<file path="config.mk">
export PLATFORM = sky130hd
export DESIGN_NAME = calibrated_line_position_core
export DESIGN_NICKNAME = d
export VERILOG_FILES = /design/src/rtl/core/clp_pkg.sv /design/src/rtl/core/clp_cal.sv /design/src/rtl/core/clp_div.sv /design/src/rtl/core/calibrated_line_position_core.sv
export VERILOG_INCLUDE_DIRS = /design/src /design/src/rtl/core
export SDC_FILE = /design/constraint.sdc
export NUM_CORES = 2
export LEC_CHECK = 0
export ABC_AREA = 1
export ABC_CLOCK_PERIOD_IN_PS = 6370
export BUFFER_PORTS_ARGS = -buffer_cell sky130_fd_sc_hd__buf_2
export CORE_AREA = 5 5 261 263
export DETAILED_ROUTE_END_ITERATION = 10
export DIE_AREA = 0 0 266 268
export HOLD_SLACK_MARGIN = 0.06
export PLACE_DENSITY = 0.74
export SYNTH_ARGS = -nofsm -noshare
export SYNTH_HDL_FRONTEND = slang
export SYNTH_SLANG_ARGS = --single-unit
</file>
<file path="constraint.sdc">
create_clock -name clk -period 6.37 [get_ports clk]
set_clock_uncertainty 0.2 [all_clocks]
set_input_delay 1.274 -clock clk [delete_from_list [all_inputs] [get_ports clk]]
set_output_delay 1.274 -clock clk [all_outputs]
set_load 0.005 [all_outputs]
</file>
<file path="src/rtl/core/calibrated_line_position_core_macros.svh">
// Assertion macros for the calibrated line position core.
// Included by RTL files that carry concurrent checks; expects clk and arst_n in scope.
`ifndef CALIBRATED_LINE_POSITION_CORE_MACROS_SVH
`define CALIBRATED_LINE_POSITION_CORE_MACROS_SVH

`ifndef SYNTHESIS

// Same-cycle implication check, disabled in reset
`define CLP_ASSERT(lbl, prop, msg) \
	lbl: assert property (@(posedge clk) disable iff (!arst_n) prop) else $error(msg);

// Next-cycle implication check, disabled in reset
`define CLP_ASSERT_NEXT(lbl, ante, cons, msg) \
	lbl: assert property (@(posedge clk) disable iff (!arst_n) ante |=> cons) else $error(msg);

`else

`define CLP_ASSERT(lbl, prop, msg)
`define CLP_ASSERT_NEXT(lbl, ante, cons, msg)

`endif

`endif

</file>
<file path="src/rtl/core/clp_pkg.sv">
// Shared types, constants and helper functions of the calibrated line position core.
// No dependencies; used by every module in rtl/core.
package clp_pkg;

	// Frame geometry
	localparam int CHANNELS    = 8;
	localparam int SAMPLE_BITS = 12;

	// Normalization scale and dark threshold
	localparam int FULL_SCALE = 1000;
	localparam int DARK_LEVEL = 500;

	// Frame command codes
	localparam logic CMD_CAL  = 1'b0;
	localparam logic CMD_READ = 1'b1;

	// Result field widths
	localparam int POS_W  = 14;
	localparam int DARK_W = 4;

	// Internal widths
	localparam int CH_W       = $clog2(CHANNELS);
	localparam int V_W        = $clog2(FULL_SCALE + 1);
	localparam int WT_W       = $clog2((CHANNELS - 1) * FULL_SCALE + 1);
	localparam int PROD_W     = V_W + WT_W;
	localparam int WSUM_W     = $clog2(FULL_SCALE * FULL_SCALE * CHANNELS * (CHANNELS - 1) / 2 + 1);
	localparam int TOT_W      = $clog2(CHANNELS * FULL_SCALE + 1);
	localparam int DARK_CNT_W = $clog2(CHANNELS + 1);
	localparam int NUM_W      = SAMPLE_BITS + V_W;

	// Divider sizing: quotient bits per operation and datapath widths
	localparam int CH_QB   = V_W;
	localparam int POS_QB  = WT_W;
	localparam int DIV_DW  = (WSUM_W > NUM_W) ? WSUM_W : NUM_W;
	localparam int DIV_VW  = (TOT_W > SAMPLE_BITS) ? TOT_W : SAMPLE_BITS;
	localparam int DIV_QW  = (POS_QB > CH_QB) ? POS_QB : CH_QB;
	localparam int DIV_CW  = $clog2(DIV_QW + 1);

	typedef logic [SAMPLE_BITS-1:0] sample_t;
	typedef sample_t [CHANNELS-1:0] sample_arr_t;

	// Input transaction payload
	typedef struct packed {
		logic    command;
		sample_t sample_0;
		sample_t sample_1;
		sample_t sample_2;
		sample_t sample_3;
		sample_t sample_4;
		sample_t sample_5;
		sample_t sample_6;
		sample_t sample_7;
	} frame_t;

	// Output transaction payload
	typedef struct packed {
		logic signed [POS_W-1:0]  line_position;
		logic        [DARK_W-1:0] dark_channels;
		logic                     line_seen;
	} result_t;

	// Divider request
	typedef struct packed {
		logic start;
		logic pos_op;
	} div_req_t;

	// Gather the frame samples into a channel-indexed array
	function automatic sample_arr_t frame_samples(frame_t f);
		sample_arr_t a;
		a[0] = f.sample_0;
		a[1] = f.sample_1;
		a[2] = f.sample_2;
		a[3] = f.sample_3;
		a[4] = f.sample_4;
		a[5] = f.sample_5;
		a[6] = f.sample_6;
		a[7] = f.sample_7;
		return a;
	endfunction

	// Position weight of a channel: index times full scale
	function automatic logic [WT_W-1:0] channel_weight(logic [CH_W-1:0] ch);
		logic [WT_W-1:0] w;
		w = '0;
		for (int i = 0; i < CHANNELS; i++) begin
			if (ch == CH_W'(i)) begin
				w = WT_W'(i * FULL_SCALE);
			end
		end
		return w;
	endfunction

endpackage

</file>
<file path="src/rtl/core/clp_cal.sv">
// Per-channel calibration bounds: running minimum and maximum of calibrate frames.
// Depends on clp_pkg.
module clp_cal (
	input  logic                       clk,
	input  logic                       arst_n,
	input  logic                       upd,
	input  clp_pkg::sample_arr_t       samples,
	input  logic [clp_pkg::CH_W-1:0]   rd_ch,
	output clp_pkg::sample_t           rd_min,
	output clp_pkg::sample_t           rd_max
);
	import clp_pkg::*;

	sample_arr_t min_q;
	sample_arr_t max_q;

	// Widen the bounds of every channel on a calibrate transaction
	always_ff @(posedge clk or negedge arst_n) begin
		if (!arst_n) begin
			for (int i = 0; i < CHANNELS; i++) begin
				min_q[i] <= '1;
				max_q[i] <= '0;
			end
		end else if (upd) begin
			for (int i = 0; i < CHANNELS; i++) begin
				if (samples[i] < min_q[i]) begin
					min_q[i] <= samples[i];
				end
				if (samples[i] > max_q[i]) begin
					max_q[i] <= samples[i];
				end
			end
		end
	end

	// Bounds of the channel under work
	assign rd_min = min_q[rd_ch];
	assign rd_max = max_q[rd_ch];

endmodule

</file>
<file path="src/rtl/core/clp_div.sv">
// Shared restoring divider, one quotient bit per cycle.
// Depends on clp_pkg; caller guarantees dividend < divisor << quotient bits.
module clp_div (
	input  logic                         clk,
	input  logic                         arst_n,
	input  clp_pkg::div_req_t            req,
	input  logic [clp_pkg::DIV_DW-1:0]   dividend,
	input  logic [clp_pkg::DIV_VW-1:0]   divisor,
	output logic                         done,
	output logic [clp_pkg::DIV_QW-1:0]   quotient
);
	import clp_pkg::*;

	logic              busy_q;
	logic              done_q;
	logic [DIV_CW-1:0] cnt_q;
	logic [DIV_VW-1:0] rem_q;
	logic [DIV_DW-1:0] dq_q;
	logic [DIV_QW-1:0] quo_q;
	logic [DIV_VW-1:0] div_q;

	logic [DIV_VW:0]   trial;
	logic [DIV_VW:0]   diff;
	logic              fits;
	logic [DIV_VW-1:0] ld_rem;
	logic [DIV_DW-1:0] ld_dq;
	logic [DIV_CW-1:0] ld_cnt;

	// Operand alignment: partial remainder starts with the bits above the quotient field
	always_comb begin
		if (req.pos_op) begin
			ld_rem = DIV_VW'(dividend >> POS_QB);
			ld_dq  = dividend << (DIV_DW - POS_QB);
			ld_cnt = DIV_CW'(POS_QB);
		end else begin
			ld_rem = DIV_VW'(dividend >> CH_QB);
			ld_dq  = dividend << (DIV_DW - CH_QB);
			ld_cnt = DIV_CW'(CH_QB);
		end
	end

	// One restoring step
	assign trial = {rem_q, dq_q[DIV_DW-1]};
	assign fits  = trial >= {1'b0, div_q};
	assign diff  = trial - {1'b0, div_q};

	// Sequencing
	always_ff @(posedge clk or negedge arst_n) begin
		if (!arst_n) begin
			busy_q <= 1'b0;
			done_q <= 1'b0;
			cnt_q  <= '0;
		end else begin
			done_q <= 1'b0;
			if (req.start) begin
				busy_q <= 1'b1;
				cnt_q  <= ld_cnt;
			end else if (busy_q) begin
				cnt_q <= cnt_q - DIV_CW'(1);
				if (cnt_q == DIV_CW'(1)) begin
					busy_q <= 1'b0;
					done_q <= 1'b1;
				end
			end
		end
	end

	// Datapath
	always_ff @(posedge clk) begin
		if (req.start) begin
			rem_q <= ld_rem;
			dq_q  <= ld_dq;
			quo_q <= '0;
			div_q <= divisor;
		end else if (busy_q) begin
			rem_q <= fits ? diff[DIV_VW-1:0] : trial[DIV_VW-1:0];
			dq_q  <= dq_q << 1;
			quo_q <= {quo_q[DIV_QW-2:0], fits};
		end
	end

	assign done     = done_q;
	assign quotient = quo_q;

endmodule

</file>
<file path="src/rtl/core/calibrated_line_position_core.sv">
// Calibrated line position core: top level, sequencer and accumulators.
// Depends on clp_pkg, clp_cal, clp_div and calibrated_line_position_core_macros.svh.
//
// A calibrate transaction (command 0) widens the per-channel minimum and maximum in the
// cycle it is accepted and gives no result; the core is ready again the next cycle. A read
// transaction (command 1) walks the channels one at a time through S_CHAN, S_CLASS and
// S_ACC. A channel whose value follows without division (equal bounds, opposite or zero
// signs, saturation) skips S_DIV; any other waits there on the shared restoring divider
// (10 quotient bits). When any channel is dark, the position is then one more pass
// through the same divider (13 quotient bits), the divider being the limiting unit, and
// frame_ready stays low from acceptance until the read's result has been taken.
`include "calibrated_line_position_core_macros.svh"

module calibrated_line_position_core (
	input  logic              clk,
	input  logic              arst_n,
	input  logic              frame_valid,
	output logic              frame_ready,
	input  clp_pkg::frame_t   frame,
	output logic              result_valid,
	input  logic              result_ready,
	output clp_pkg::result_t  result
);
	import clp_pkg::*;

	typedef enum logic [7:0] {
		S_IDLE  = 8'b0000_0001,
		S_CHAN  = 8'b0000_0010,
		S_CLASS = 8'b0000_0100,
		S_DIV   = 8'b0000_1000,
		S_ACC   = 8'b0001_0000,
		S_FINAL = 8'b0010_0000,
		S_FWAIT = 8'b0100_0000,
		S_OUT   = 8'b1000_0000
	} state_t;

	state_t                state_q;
	state_t                state_d;
	logic [CH_W-1:0]       ch_q;

	sample_arr_t           samples_q;
	logic                  eq_q;
	logic                  agree_q;
	logic [NUM_W-1:0]      num_q;
	sample_t               den_q;
	sample_t               raw_q;
	logic [V_W-1:0]        v_q;
	logic [WSUM_W-1:0]     wsum_q;
	logic [TOT_W-1:0]      tot_q;
	logic [DARK_CNT_W-1:0] dark_q;
	result_t               result_q;

	logic                  frame_take;
	sample_t               chan_s;
	sample_t               cal_min;
	sample_t               cal_max;
	sample_t               mag_n;
	sample_t               mag_d;
	logic                  cls_sat;
	logic                  cls_div;
	logic [V_W-1:0]        cls_v;
	logic [V_W-1:0]        div_v;
	logic [PROD_W-1:0]     prod;
	logic                  last_ch;

	div_req_t              div_req;
	logic [DIV_DW-1:0]     div_dividend;
	logic [DIV_VW-1:0]     div_divisor;
	logic                  div_done;
	logic [DIV_QW-1:0]     div_quo;

	assign frame_take = frame_valid && frame_ready;

	// Calibration bounds
	clp_cal u_cal (
		.clk     (clk),
		.arst_n  (arst_n),
		.upd     (frame_take && (frame.command == CMD_CAL)),
		.samples (frame_samples(frame)),
		.rd_ch   (ch_q),
		.rd_min  (cal_min),
		.rd_max  (cal_max)
	);

	// Shared divider: channel normalization and final centroid
	clp_div u_div (
		.clk      (clk),
		.arst_n   (arst_n),
		.req      (div_req),
		.dividend (div_dividend),
		.divisor  (div_divisor),
		.done     (div_done),
		.quotient (div_quo)
	);

	// Channel operands: magnitudes of (s - min) and (max - min)
	assign chan_s = samples_q[ch_q];
	assign mag_n  = (chan_s >= cal_min) ? (chan_s - cal_min) : (cal_min - chan_s);
	assign mag_d  = (cal_max >= cal_min) ? (cal_max - cal_min) : (cal_min - cal_max);

	// Classification: quotient of 1024 or more clamps to full scale
	always_comb begin
		cls_sat = num_q >= {den_q, {CH_QB{1'b0}}};
		cls_div = !eq_q && agree_q && !cls_sat;
		if (eq_q) begin
			cls_v = (raw_q > FULL_SCALE) ? V_W'(FULL_SCALE) : V_W'(raw_q);
		end else if (!agree_q) begin
			cls_v = '0;
		end else begin
			cls_v = V_W'(FULL_SCALE);
		end
		div_v = (div_quo > FULL_SCALE) ? V_W'(FULL_SCALE) : V_W'(div_quo);
	end

	// Divider request and operand selection
	always_comb begin
		div_req.start  = ((state_q == S_CLASS) && cls_div) ||
			((state_q == S_FINAL) && (dark_q != '0));
		div_req.pos_op = (state_q == S_FINAL);
		if (state_q == S_FINAL) begin
			div_dividend = DIV_DW'(wsum_q);
			div_divisor  = DIV_VW'(tot_q);
		end else begin
			div_dividend = DIV_DW'(num_q);
			div_divisor  = DIV_VW'(den_q);
		end
	end

	assign prod    = PROD_W'(v_q) * PROD_W'(channel_weight(ch_q));
	assign last_ch = (ch_q == CH_W'(CHANNELS - 1));

	// Next state
	always_comb begin
		state_d = state_q;
		unique case (state_q)
			S_IDLE: begin
				if (frame_take && (frame.command == CMD_READ)) begin
					state_d = S_CHAN;
				end
			end
			S_CHAN: begin
				state_d = S_CLASS;
			end
			S_CLASS: begin
				state_d = cls_div ? S_DIV : S_ACC;
			end
			S_DIV: begin
				if (div_done) begin
					state_d = S_ACC;
				end
			end
			S_ACC: begin
				state_d = last_ch ? S_FINAL : S_CHAN;
			end
			S_FINAL: begin
				state_d = (dark_q != '0) ? S_FWAIT : S_OUT;
			end
			S_FWAIT: begin
				if (div_done) begin
					state_d = S_OUT;
				end
			end
			S_OUT: begin
				if (result_ready) begin
					state_d = S_IDLE;
				end
			end
			default: begin
				state_d = S_IDLE;
			end
		endcase
	end

	// Control registers
	always_ff @(posedge clk or negedge arst_n) begin
		if (!arst_n) begin
			state_q <= S_IDLE;
			ch_q    <= '0;
		end else begin
			state_q <= state_d;
			if (frame_take) begin
				ch_q <= '0;
			end else if ((state_q == S_ACC) && !last_ch) begin
				ch_q <= ch_q + CH_W'(1);
			end
		end
	end

	// Datapath registers
	always_ff @(posedge clk) begin
		if (frame_take && (frame.command == CMD_READ)) begin
			samples_q <= frame_samples(frame);
			wsum_q    <= '0;
			tot_q     <= '0;
			dark_q    <= '0;
		end
		if (state_q == S_CHAN) begin
			eq_q    <= (cal_min == cal_max);
			agree_q <= ((chan_s > cal_min) && (cal_max > cal_min)) ||
				((chan_s < cal_min) && (cal_max < cal_min));
			num_q   <= NUM_W'(mag_n) * NUM_W'(FULL_SCALE);
			den_q   <= mag_d;
			raw_q   <= chan_s;
		end
		if (state_q == S_CLASS) begin
			v_q <= cls_v;
		end
		if ((state_q == S_DIV) && div_done) begin
			v_q <= div_v;
		end
		if (state_q == S_ACC) begin
			wsum_q <= wsum_q + WSUM_W'(prod);
			tot_q  <= tot_q + TOT_W'(v_q);
			if (v_q > DARK_LEVEL) begin
				dark_q <= dark_q + DARK_CNT_W'(1);
			end
		end
		if ((state_q == S_FINAL) && (dark_q == '0)) begin
			result_q.line_position <= '1;
			result_q.dark_channels <= '0;
			result_q.line_seen     <= 1'b0;
		end
		if ((state_q == S_FWAIT) && div_done) begin
			result_q.line_position <= $signed(POS_W'(div_quo));
			result_q.dark_channels <= DARK_W'(dark_q);
			result_q.line_seen     <= 1'b1;
		end
	end

	assign frame_ready  = (state_q == S_IDLE);
	assign result_valid = (state_q == S_OUT);
	assign result       = result_q;

	// Checks
	`CLP_ASSERT(a_done_when_waiting,
		div_done |-> ((state_q == S_DIV) || (state_q == S_FWAIT)),
		"divider finished outside a wait state")
	`CLP_ASSERT(a_value_in_range, (state_q == S_ACC) |-> (v_q <= FULL_SCALE),
		"normalized value above full scale")
	`CLP_ASSERT(a_seen_matches_count,
		result_valid |-> (result.line_seen == (result.dark_channels != '0)),
		"line_seen disagrees with dark count")
	`CLP_ASSERT(a_lost_position,
		(result_valid && !result.line_seen) |-> (&result.line_position),
		"lost line without position of -1")
	`CLP_ASSERT_NEXT(a_read_blocks, (frame_take && (frame.command == CMD_READ)),
		!frame_ready, "read transaction did not occupy the core")

endmodule

</file>
After elaboration in Yosys (flattened, before gate mapping):

Cells that the tools add are included.

* register bits after elaboration: 485
* input port bits: 101
* output and inout bits: 21
* logic and storage cells: 209

* add/sub/neg operators: 10
* multipliers: 2
* magnitude comparators: 28
* eq/ne operators: 21
* multiplexer cells: 58
* bitwise gates (word level): 1
* reductions and logical operators: 42

Operator list (number)
* 2-to-1 mux 13 bit: 12
* 2-to-1 mux 25 bit: 6
* greater-than comparator 12 bit: 10
* less-than comparator 12 bit: 10
* binary-select mux 12 bit (select 3 bit): 3
* 2-to-1 mux 12 bit: 6
* 2-to-1 mux 10 bit: 7
* one-hot mux 8 bit (8 select lines): 1
* subtractor 12 bit: 4
* 2-to-1 mux 8 bit: 5
* 2-to-1 mux 18 bit: 2
* AND reduction 2 bit: 16
* adder 25 x 23 -> 25 bit: 1
* >= comparator 12 bit: 2
* multiplier 10 x 13 -> 23 bit: 1
* >= comparator 22 bit: 1
* 2-to-1 mux 4 bit: 5
* multiplier 12 x 7 -> 19 bit (second input constant): 1
* >= comparator 14 x 13 -> 1 bit: 1
* adder 13 x 10 -> 13 bit: 1
* greater-than comparator 13 x 10 -> 1 bit (second input constant): 1
* logical AND 1 bit: 13
* subtractor 13 bit: 1
* == test 12 bit: 1
* 30 further kinds: 51

Depth between registers and ports, before layout:

* depth after elaboration: 11
* depth in mapped cells: 39
* depth with buffers taken out: 36

By module:

Synthesis repeated with hierarchy kept, for this count alone.

* cell total of the unflattened synthesis: 4693
* area total of the unflattened synthesis: 36790.3 µm²

Modules (own cells, without submodules)
* calibrated_line_position_core: times used 1, cells an instance 2242, area each 19000.7 µm², seq. area each 6492.5 µm²
* clp_cal: times used 1, cells an instance 2034, area each 14398.8 µm², seq. area each 4924.7 µm²
* clp_div: times used 1, cells an instance 417, area each 3390.8 µm², seq. area each 1581.5 µm²

Worst setup path before layout:

OpenSTA, ideal clock, no wires.

* path kind: input -> register
* start point: in frame_valid
* end point: reg tot_q[0], enable pin
* library setup time: 0.393 ns
* arrival time: 6.845 ns
* required time: 5.777 ns
* setup slack: -1.068 ns
* stages on the path: 4
* path buffers: 0
* path through: nand3_1 nor2_1 inv_1 nand2_1

* word-level cells in the longest chain between the ends: 3

RTL lines
* start, declared: line calibrated_line_position_core.sv:17 `input logic frame_valid,`
* logical AND 1 bit: line calibrated_line_position_core.sv:72 `assign frame_take = frame_valid && frame_ready;`
* logical AND 1 bit: line calibrated_line_position_core.sv:191 `if (frame_take && (frame.command == CMD_READ)) begin`
* nonzero test 2 bit (no line)
* end signal, assigned: line calibrated_line_position_core.sv:213 `tot_q <= tot_q + TOT_W'(v_q);`
* end, declared: line calibrated_line_position_core.sv:49 `logic [TOT_W-1:0] tot_q;`

Every way passes these cells.
A chain may end at the register's enable or synchronous reset.

Worst setup path after layout:

* start point: reg ch_q[0]
* end point: reg num_q[21], data pin

* word-level cells in the longest chain between the ends: 5
* elaborated cells on any way between the ends: 9
* classes of those cells: add/sub: 2; mul: 1; order compare: 1; mux: 5

RTL lines
* start, declared: line calibrated_line_position_core.sv:39 `logic [CH_W-1:0] ch_q;`
* start signal, assigned: line calibrated_line_position_core.sv:184 `ch_q <= ch_q + CH_W'(1);`
* binary-select mux 12 bit (select 3 bit) (on tied branches): line clp_cal.sv:37, calibrated_line_position_core.sv:97
* 2-to-1 mux 12 bit (on tied branches): line clp_cal.sv:37, calibrated_line_position_core.sv:97
* subtractor 12 bit / >= comparator 12 bit (equally long branches): line calibrated_line_position_core.sv:98 `assign mag_n = (chan_s >= cal_min) ? (chan_s - cal_min) : (cal_min - chan_s);`
* 2-to-1 mux 12 bit (*): line calibrated_line_position_core.sv:98
* multiplier 12 x 7 -> 19 bit (*): line calibrated_line_position_core.sv:201 `num_q <= NUM_W'(mag_n) * NUM_W'(FULL_SCALE);`
* end signal, assigned: line calibrated_line_position_core.sv:201
* end, declared: line calibrated_line_position_core.sv:44 `logic [NUM_W-1:0] num_q;`

Every way passes the cells marked *; elsewhere a longest branch is shown, timed or not. The select of a mux whose other input is x is not followed.

==> summary.txt <==
Run status -> complete, but fails checks
Failing checks -> setup timing
Worst endpoint data arrival time -> 6.70 ns
Worst-path clk slew -> 0.06 ns
Root buf cell -> clkbuf_16
Antenna Nets Post-Route -> 0
Crit path max fanout -> 6
Synth top cells by count -> 1109 x nand2_1, 775 x inv_1, 379 x ha_1
Dominant cells by area after synthesis -> edfxtp_1 20%, ha_1 13%, nand2_1 12%
Post-Syn Area -> 35600 µm²
Area leader, netlist -> edfxtp_1
Fin Hold WS -> 0.252 ns
Critical Path Source -> ch_q[0]
Worst EP required -> 6.55 ns
Die area -> 71300 µm²
RD Place Congestion -> 0.992
Final hold violation count -> 0
Crit start category -> flop
Worst setup path endpoint -> num_q[21]
Setup TNS -> -1.03 ns
R2R setup slack -> -0.15 ns
Core Util, Final -> 66.4%
Antenna violations before repair -> 0
Delay-heaviest family, CP -> adder cells
Cell Count, Final, Fillers Out -> 5782
Routed WL per cell -> 19.4 µm
Mean Syn Cell Area -> 7.92 µm²
F_max -> 153 MHz
Fillers -> 5404
Crit Path Class -> flop to flop
Via-per-instance ratio -> 5.66
Slew HR -> 28.7%
# H-tree levels -> 2
RSZ-0062 raised after global routing -> true
Largest net degree at the start of global routing -> 107
Synthesized instance count -> 4496
DRT Wirelength -> 112000 µm
Slowest stage cell, crit path -> fa_1
Setup crit end kind -> flop
Drt pass-1 iters -> 6
Slew @ Worst Pin -> 1.07 ns
Post-Syn Nets -> 5101
Library cells used by synthesis -> 48
WP buf/inv -> 12
Vias in the first global route -> 31100
Nets@finish -> 5478
Hold Buf Count CTS -> 0
Fin crit share -> 102%
# IOs -> 122
# diodes -> 0
Die width -> 266 µm
Synth top area share -> 20.2%
Placed instance count -> 5625
CORE AREA -> 65400 µm²
Drt initial violations -> 3519
Vias -> 32700
Async S/R FF share, synth -> 44.8%
Most Frequent Cell on Critical Path -> inv_2
First-pass GRT wire length -> 169000 µm
Synthesis-to-layout area growth -> 22.0%
HP Class -> flop to flop
Fin crit period -> 6.52 ns
Clock Latency Late Sink -> 0.63 ns
CP Depth -> 38
Starting Density -> 54.4%
Layout cells sized above 1 -> 20.6%
Setup violators final -> 13
Crit-path max cell delay -> 0.55 ns
Seq/Total Area, Yosys -> 36.3%
Max cap viols -> 0
Clock Tree Buf Depth -> 3
Overflow after GRT -> 0
PnR worst setup slack -> -0.151 ns
RR Endpoint -> num_q[21]
Num CTS Buffers -> 53
Final count of pins violating max slew -> 0
Input/output buffers -> 121
Synth Warn # -> 0
Tot GR Track Use -> 29.9%
Reg2Reg Launch Point -> ch_q[0]
Post-synth EDFFs -> 239
Synth Flop Type -> edfxtp_1
# rows -> 94
DRC errors left -> 0
Die Ht -> 268 µm
Register bit total from synthesis -> 467
Clk sink count -> 467
R2R depth -> 38
CTS tree -> yes
Most frequent cell after synthesis -> nand2_1
DPL Wire Length -> 84300 µm
state kept, by name, indices dropped and copies added, names as in the netlist, 3 cells and up:
| name | cells |
|---|---|
| raw_q | 12 |
| u_div.dq_q | 10 |
| state_q | 8 |
| ch_q | 3 |
| den_q | 12 |
| result | 19 |
| u_div.quotient | 13 |
| u_div.rem_q | 13 |
| num_q | 19 |
| u_cal.min_q | 96 |
| u_div.cnt_q | 4 |
| samples_q | 96 |
| wsum_q | 22 |
| dark_q | 4 |
| u_div.div_q | 13 |
| tot_q | 13 |
| v_q | 10 |
| u_cal.max_q | 96 |
layout by cell type (no fill, tap or decap), types with 51 or more instances in the layout:
cell / synthesis / routed
inv_1: 775 / 718
a21oi_1: 313 / 267
nand4_1: 124 / 124
edfxtp_1: 239 / 239
buf_4: 0 / 294
nor2_1: 280 / 247
dfrtp_1: 112 / 110
nand2_2: 2 / 51
inv_2: 9 / 61
fa_1: 125 / 120
ha_1: 379 / 343
o21ai_0: 345 / 251
nand3_1: 212 / 198
dfstp_2: 97 / 97
clkbuf_16: 0 / 65
buf_2: 29 / 120
nand2_1: 1109 / 1047
area by class of cell:
type | instances | area, µm² | share of cell area (%)
clock buffers | 63 | 1440 | 3.31
clock inverters | 37 | 534 | 1.23
inverters | 787 | 2980 | 6.86
multi-input cells | 3095 | 20700 | 47.8
flip-flops and latches | 467 | 12900 | 29.7
well taps | 864 | 1080 | 2.49
repair buffers | 468 | 3730 | 8.59
repair inverters | 1 | 11.3 | 0.0259
how the worst min path moves through the flow:
stage | start | endpoint | slack (ns) | cells past startpoint
floorplan | u_div.done | state_q[3] | 0.24 | 1
global placement | result[0] | result[0] | 0.23 | 2
detailed placement | result[0] | result[0] | 0.24 | 2
CTS | result[0] | result[0] | 0.25 | 2
global route | result[0] | result[0] | 0.27 | 2
finish | result[0] | result[0] | 0.25 | 2
metal layers:
| layer | vias up | wire (µm) | track usage, % |
|---|---|---|---|
| met5 | - | 0 | 0 |
| met4 | 0 | 7510 | 15.2 |
| met1 | 15400 | 43600 | 38.7 |
| met3 | 381 | 8730 | 3.84 |
| li1 | 15400 | - | - |
| met2 | 1567 | 52400 | 50.0 |
cell families (layout without fill, tap and decap cells):
family / after synthesis / count (layout) / synth area share (%)
AOI/OAI and AO/OA: 763 / 763 / 11.4
xor gates and xnor gates: 53 / 53 / 1.30
adders and majority gates: 504 / 504 / 20.4
buffers and inverters: 934 / 1356 / 9.97
DFF: 467 / 467 / 36.3
and+or+nand+nor: 1775 / 1775 / 20.7
metrics by stage:
| step | instance area [µm²] | setup slack, ns |
|---|---|---|
| after floorplan | 35700 | 0.0640 |
| after global placement | 39100 | -0.608 |
| after detailed placement | 39100 | -0.734 |
| after CTS | 41600 | -0.138 |
| after global routing | 43400 | -0.392 |
| final | 43400 | -0.151 |
repair_timing:
action                     in CTS  in global routing
pin swaps                      28                154
setup endpoints to repair      26                 28
gates cloned                    0                 11
hold endpoints to repair        0                  0
buffers inserted                9                 37
gates resized for setup       120                387
worst register-to-register path, delay by kind of cell, from the launching register on:
family,cells,cell delay [ns]
compound gates,2,0.25
xor+xnor,1,0.21
fa+ha+maj,7,2.86
buf+inv,12,1.01
flops,1,0.51
simple gates,16,1.24
Power is not shown: default switching activity piles up to over one toggle a cycle in this logic, so the estimate is an artifact.
